### src/sv/mkd_pkg.sv
package mkd_pkg;

	localparam int CFG_W    = 16;
	localparam int IDX_W    = 1;
	localparam int TOTAL_W  = 6;
	localparam int LETTER_W = 5;
	localparam int LETTERS  = 26;
	localparam int PAT_W    = 8;
	localparam int LEN_W    = 3;

	localparam logic [IDX_W-1:0] REG_LOCKOUT = 1'b0;
	localparam logic [IDX_W-1:0] REG_DASH    = 1'b1;

	localparam logic [CFG_W-1:0] LOCKOUT_RST = 16'd50;
	localparam logic [CFG_W-1:0] DASH_RST    = 16'd200;

	typedef struct packed {
		logic key_down;
		logic erase_down;
		logic decode_down;
	} tick_t;

	typedef struct packed {
		logic                element_added;
		logic                element_is_dash;
		logic [TOTAL_W-1:0]  element_total;
		logic                decode_done;
		logic                letter_found;
		logic [LETTER_W-1:0] letter_index;
		logic                cleared;
	} result_t;

	typedef struct packed {
		logic [CFG_W-1:0] lockout_ticks;
		logic [CFG_W-1:0] dash_ticks;
	} cfg_t;

	typedef struct packed {
		logic                found;
		logic [LETTER_W-1:0] index;
	} match_t;

	// Morse code per letter: length, and pattern with the first element in the
	// highest used bit, where a one is a dash.
	localparam logic [LEN_W-1:0] CODE_LEN [LETTERS] = '{
		3'd2, 3'd4, 3'd4, 3'd3, 3'd1, 3'd4, 3'd3, 3'd4, 3'd2, 3'd4, 3'd3, 3'd4, 3'd2,
		3'd2, 3'd3, 3'd4, 3'd4, 3'd3, 3'd3, 3'd1, 3'd3, 3'd4, 3'd3, 3'd4, 3'd4, 3'd4
	};

	localparam logic [3:0] CODE_BITS [LETTERS] = '{
		4'd1, 4'd8, 4'd10, 4'd4, 4'd0, 4'd2, 4'd6, 4'd0, 4'd0, 4'd7, 4'd5, 4'd4, 4'd3,
		4'd2, 4'd7, 4'd6, 4'd13, 4'd2, 4'd0, 4'd1, 4'd1, 4'd1, 4'd3, 4'd9, 4'd11, 4'd12
	};

	function automatic match_t morse_match(logic [PAT_W-1:0] pat, logic [LEN_W-1:0] len);
		match_t m;
		m = '0;
		for (int i = LETTERS - 1; i >= 0; i--) begin
			if (CODE_LEN[i] == len && PAT_W'(CODE_BITS[i]) == pat) begin
				m.found = 1'b1;
				m.index = LETTER_W'(i);
			end
		end
		return m;
	endfunction

endpackage

### src/sv/mkd_chan_if.sv
interface mkd_chan_if #(
	parameter type T = logic
);
	logic valid;
	logic ready;
	T     data;

	modport source (output valid, output data, input ready);
	modport sink (input valid, input data, output ready);
endinterface

### src/sv/mkd_in_queue.sv
module mkd_in_queue
	import mkd_pkg::*;
(
	input  logic        clk,
	input  logic        arst_n,
	mkd_chan_if.sink    tick,
	output logic        q_valid,
	output tick_t       q_data,
	input  logic        q_pop
);

	tick_t      mem_q [2];
	logic       wr_ptr_q;
	logic       rd_ptr_q;
	logic [1:0] cnt_q;
	logic       push;
	logic       pop;

	assign tick.ready = (cnt_q != 2'd2);
	assign q_valid    = (cnt_q != 2'd0);
	assign q_data     = mem_q[rd_ptr_q];
	assign push       = tick.valid && tick.ready;
	assign pop        = q_pop && q_valid;

	always_ff @(posedge clk) begin
		if (push) begin
			mem_q[wr_ptr_q] <= tick.data;
		end
	end

	always_ff @(posedge clk or negedge arst_n) begin
		if (!arst_n) begin
			wr_ptr_q <= 1'b0;
			rd_ptr_q <= 1'b0;
			cnt_q    <= 2'd0;
		end else begin
			if (push) begin
				wr_ptr_q <= ~wr_ptr_q;
			end
			if (pop) begin
				rd_ptr_q <= ~rd_ptr_q;
			end
			case ({push, pop})
				2'b10:   cnt_q <= cnt_q + 2'd1;
				2'b01:   cnt_q <= cnt_q - 2'd1;
				default: cnt_q <= cnt_q;
			endcase
		end
	end

endmodule

### src/flat_wrapper.sv
// flat-port wrapper written by rule: the top's interface ports become plain ports
module mkd_in_queue_flat import mkd_pkg::*;
  (clk, arst_n, q_valid, q_data, q_pop, tick_valid, tick_data, tick_ready);
  mkd_chan_if tick_i ();
  input  logic clk;
  input  logic arst_n;
  output logic q_valid;
  output tick_t q_data;
  input  logic q_pop;
  input wire logic [$bits(tick_i.valid)-1:0] tick_valid;
  input wire logic [$bits(tick_i.data)-1:0] tick_data;
  output wire logic [$bits(tick_i.ready)-1:0] tick_ready;
  assign tick_i.valid = tick_valid;
  assign tick_i.data = tick_data;
  assign tick_ready = tick_i.ready;
  mkd_in_queue u_core (.clk(clk), .arst_n(arst_n), .tick(tick_i), .q_valid(q_valid), .q_data(q_data), .q_pop(q_pop));
endmodule
### config.mk
export PLATFORM = sky130hd
export DESIGN_NAME = mkd_in_queue_flat
export DESIGN_NICKNAME = d
export VERILOG_FILES = /design/src/sv/mkd_pkg.sv /design/src/sv/mkd_chan_if.sv /design/src/sv/mkd_in_queue.sv /design/src/flat_wrapper.sv
export SDC_FILE = /design/constraint.sdc
export NUM_CORES = 1
export LEC_CHECK = 0
export BUFFER_PORTS_ARGS = -buffer_cell sky130_fd_sc_hd__buf_2
export CAP_MARGIN = 15
export CORE_AREA = 5 5 42 44
export CTS_BUF_LIST = sky130_fd_sc_hd__clkbuf_4 sky130_fd_sc_hd__clkbuf_8
export CTS_CLUSTER_DIAMETER = 60
export DETAILED_ROUTE_END_ITERATION = 10
export DIE_AREA = 0 0 47 49
export HOLD_SLACK_MARGIN = 0.15
export PLACE_DENSITY_LB_ADDON = 0.15
export REMOVE_ABC_BUFFERS = 1
export SYNTH_ARGS = -nofsm -noshare
export SYNTH_HDL_FRONTEND = slang
export SYNTH_SLANG_ARGS = --single-unit
### constraint.sdc
create_clock -name clk -period 3.5 [get_ports clk]
set_clock_uncertainty 0.15 [all_clocks]
set_input_delay 0 -clock clk [delete_from_list [all_inputs] [get_ports clk]]
set_output_delay 0 -clock clk [all_outputs]
set_load 0.005 [all_outputs]
==> reports/qor.tcl <==
set qor(grt_first_pass_wirelength_um) 841
set qor(worst_setup_path_start_kind) {flip-flop}
set qor(post-place-ws_ns) 1.832
set qor(fmax_mhz) 602.7
set qor(floorplan.die.width_um) 47
set qor(timing_worst_setup_path_type) {flip-flop to flip-flop}
set qor(layout.cells.most_common_list) {sky130_fd_sc_hd__buf_2, sky130_fd_sc_hd__dlygate4sd3_1, sky130_fd_sc_hd__clkbuf_4, sky130_fd_sc_hd__dfrtp_1, sky130_fd_sc_hd__xnor2_1}
set qor(io_buffer_count) 7
set qor(resized_gates_after_cts) 0
set qor(p_int_uw) 225.6
set qor(met2_usage_pct) 7.014
set qor(n_antenna_cell) 0
set qor(drt-pass1-iter-count) 2
set qor(final_gp_congestion) 0.7015
set qor(globalRouteTotalUtil_pct) 5.528
set qor(placed_cells_incl_taps) 45
set qor(rsz0062_at_grt) {no}
set qor(post_drt_wl_per_cell_um) 9.407
set qor(power.total_uw) 325.2
set qor(first_global_vias) 185
set qor(syn-instance-count) 23
set qor(max_cap_viol_count) 0
set qor(most_common_cell_after_layout_fill_and_taps_aside) {sky130_fd_sc_hd__buf_2}
set qor(gr-usage-met1_pct) 6.502
set qor(grt_util_met3_pct) 4.428
set qor(num_cts_buffers) 3
set qor(design.final.nets) 45
set qor(fin_ws_ns) 1.841
set qor(top_level_port_count) 10
set qor(power.clock.fraction_pct) 24.1
set qor(finalMaxSlewViolations) 0
set qor(power_per_cell_area_nw_per_um2) 794.8
set qor(chipHeight_um) 49
set qor(drc_errors) 0
set qor(htree_num_levels) 1
set qor(yosys_warnings) 0
set qor(clk-insertion-delay-late_ns) 0.24
set qor(cts_tree) {done}
set qor(antenna_found_initial) 0
set qor(ctsLongestPathBuffers) 2
set qor(clk_transition_reported_paths_ns) 0.05
set qor(power.share.sequential_pct) 39.8
set qor(initial_utilization_pct) 20.36
set qor(syn_avg_cell_area_sq_um) 12.40
set qor(cts_setup_buffers) 0
set qor(cp_data_arrival_time_ns) 1.68
set qor(outcome) {finished clean}
set qor(layout_min_cycle_time_ns) 1.659
set qor(syn_to_final_growth_pct) 43.42
set qor(p_sw_share_pct) 30.61
set qor(critPathCaptureType) {flip-flop}
set qor(yosysUniqueCellTypes) 14
set qor(row_count) 14
set qor(p_comb_share_pct) 36.1
set qor(ys_seq_area_share_pct) 56.14
set qor(worstPathRequired_ns) 3.52
set qor(non_filler_cells_final) 54
set qor(total_switching_power_uw) 99.54
set qor(maximum_vdd_ir_drop_mv) 0.2577
set qor(ctsRootBufferMaster) {sky130_fd_sc_hd__clkbuf_4}
set qor(timing.final.crit_share_pct) 47.41
set qor(critical_path.max_fanout) 4
set qor(floorplan.die_area_sq_um) 2303
set qor(min_path_type) {flip-flop to flip-flop}
set qor(setup-violations-final) 0
set qor(setup-tns-final_ns) 0
set qor(seq_area_sq_um) 160.2
set qor(tritoncts_num_sinks) 6
set qor(postSynthRegisterBits) 6
set qor(vias) 193
set qor(core-area_sq_um) 1401
set qor(power_leakage_uw) 0.0001855
set qor(proportion_of_layout_cells_with_a_drive_suffix_above_1_pct) 34.21
set qor(avgViaCountPerCell) 3.574
set qor(route.final.wire_length_um) 508
set qor(timing.final.hold_violations) 0
set qor(grt_max_degree) 5
set qor(gr-max-usage-layer) {met2}
set qor(post-route-util_pct) 29.20
set qor(syn-cell-area_sq_um) 285.3
set qor(first_iter_violations) 4
set qor(multi_input_area_sq_um) 113.9
set qor(global_route.overflow_total) 0
set qor(fill_count) 165
set qor(route.antenna.remaining_nets) 0
-- path summary, 6_finish.rpt --
kind / to / slack [ns] / startpoint / cells after the start
hold / removal: u_core.rd_ptr_q / 0.33 / u_core.rd_ptr_q / 1
max in group asynchronous: u_core.wr_ptr_q / 2.51 / arst_n / 3
min in group asynchronous: u_core.cnt_q[1] / 0.51 / arst_n / 3
hold reg to reg: u_core.rd_ptr_q / 0.33 / u_core.rd_ptr_q / 1
setup / recovery: u_core.cnt_q[1] / 1.84 / u_core.cnt_q[0] / 5
setup reg to reg: u_core.cnt_q[1] / 1.84 / u_core.cnt_q[0] / 5
-- cell usage after synthesis --
cell type	n	share of area, %
sky130_fd_sc_hd__or2_1	1	2.2
sky130_fd_sc_hd__dfrtp_1	4	35
sky130_fd_sc_hd__xnor2_1	3	9.2
sky130_fd_sc_hd__edfxtp_1	2	21
sky130_fd_sc_hd__ha_1	1	4.4
sky130_fd_sc_hd__conb_1	1	1.3
sky130_fd_sc_hd__and2_4	1	3.1
sky130_fd_sc_hd__and3_1	1	2.2
sky130_fd_sc_hd__nor2_1	2	2.6
sky130_fd_sc_hd__nand2_1	1	1.3
sky130_fd_sc_hd__xor2_1	2	6.1
sky130_fd_sc_hd__mux2_2	1	3.9
sky130_fd_sc_hd__buf_4	2	5.3
sky130_fd_sc_hd__nand2b_1	1	2.2
-- power groups by stage --
stage	registers, uW	clock network, uW	logic (uW)
finish	130	78.4	117
detailed placement	130	0	115
floorplan	125	0	86.0
global placement	129	0	115
global route	134	83.5	129
CTS	129	82.0	119
-- metal layers --
metal | share of wire (%) | vias to the layer above
met4 | 0 | 0
met5 | 0 | -
met2 | 47 | 5
met3 | 9.1 | 0
li1 | - | 103
met1 | 44 | 85
-- sequential cells by signal, summed over array words and instances, names as in the netlist --
name,flops
u_core.cnt_q,2
u_core.wr_ptr_q,1
u_core.mem_q,2
u_core.rd_ptr_q,1
-- cell families (layout without fill, tap and decap cells) --
family / after synthesis / after routing / share of synthesized area [%]
adders and majority gates: 1 / 1 / 4.385
and+or+nand+nor: 7 / 7 / 13.60
xor gates and xnor gates: 5 / 5 / 15.35
muxes: 1 / 1 / 3.947
buffers and inverters: 2 / 16 / 5.262
other: 1 / 2 / 1.315
DFF: 6 / 6 / 56.14
-- layout make-up --
| type | count | share of cell area [%] |
|---|---|---|
| Multi-Input combinational cell | 16 | 27.83 |
| Tap cell | 16 | 4.893 |
| Clock buffer | 4 | 7.339 |
| Timing Repair Buffer | 12 | 20.80 |
| Sequential cell | 6 | 39.14 |
-- worst max-delay path: stages (launching register included) --
cell and delay [ns]:
sky130_fd_sc_hd__dfrtp_1 0.41, sky130_fd_sc_hd__or2_1 0.25, sky130_fd_sc_hd__and2_4 0.16, sky130_fd_sc_hd__ha_1 0.32, sky130_fd_sc_hd__nor2_1 0.14, sky130_fd_sc_hd__xor2_1 0.15
-- what timing repair did --
| action | CTS | global route |
|---|---|---|
| hold endpoints to repair | 11 | 0 |
| setup endpoints to repair | 0 | 0 |
| hold buffers | 5 | 0 |
-- stage by stage --
step           instance area [sq um]  hold slack (ns)
3_5_place_dp                   329.1          -0.3288
2_1_floorplan                  274.0          -0.4456
6_report                       409.1           0.3291
3_3_place_gp                   329.1          -0.3368
4_1_cts                        409.1           0.3350
5_1_grt                        409.1           0.3532
No activity file was read; power rests on OpenSTA's default activity.
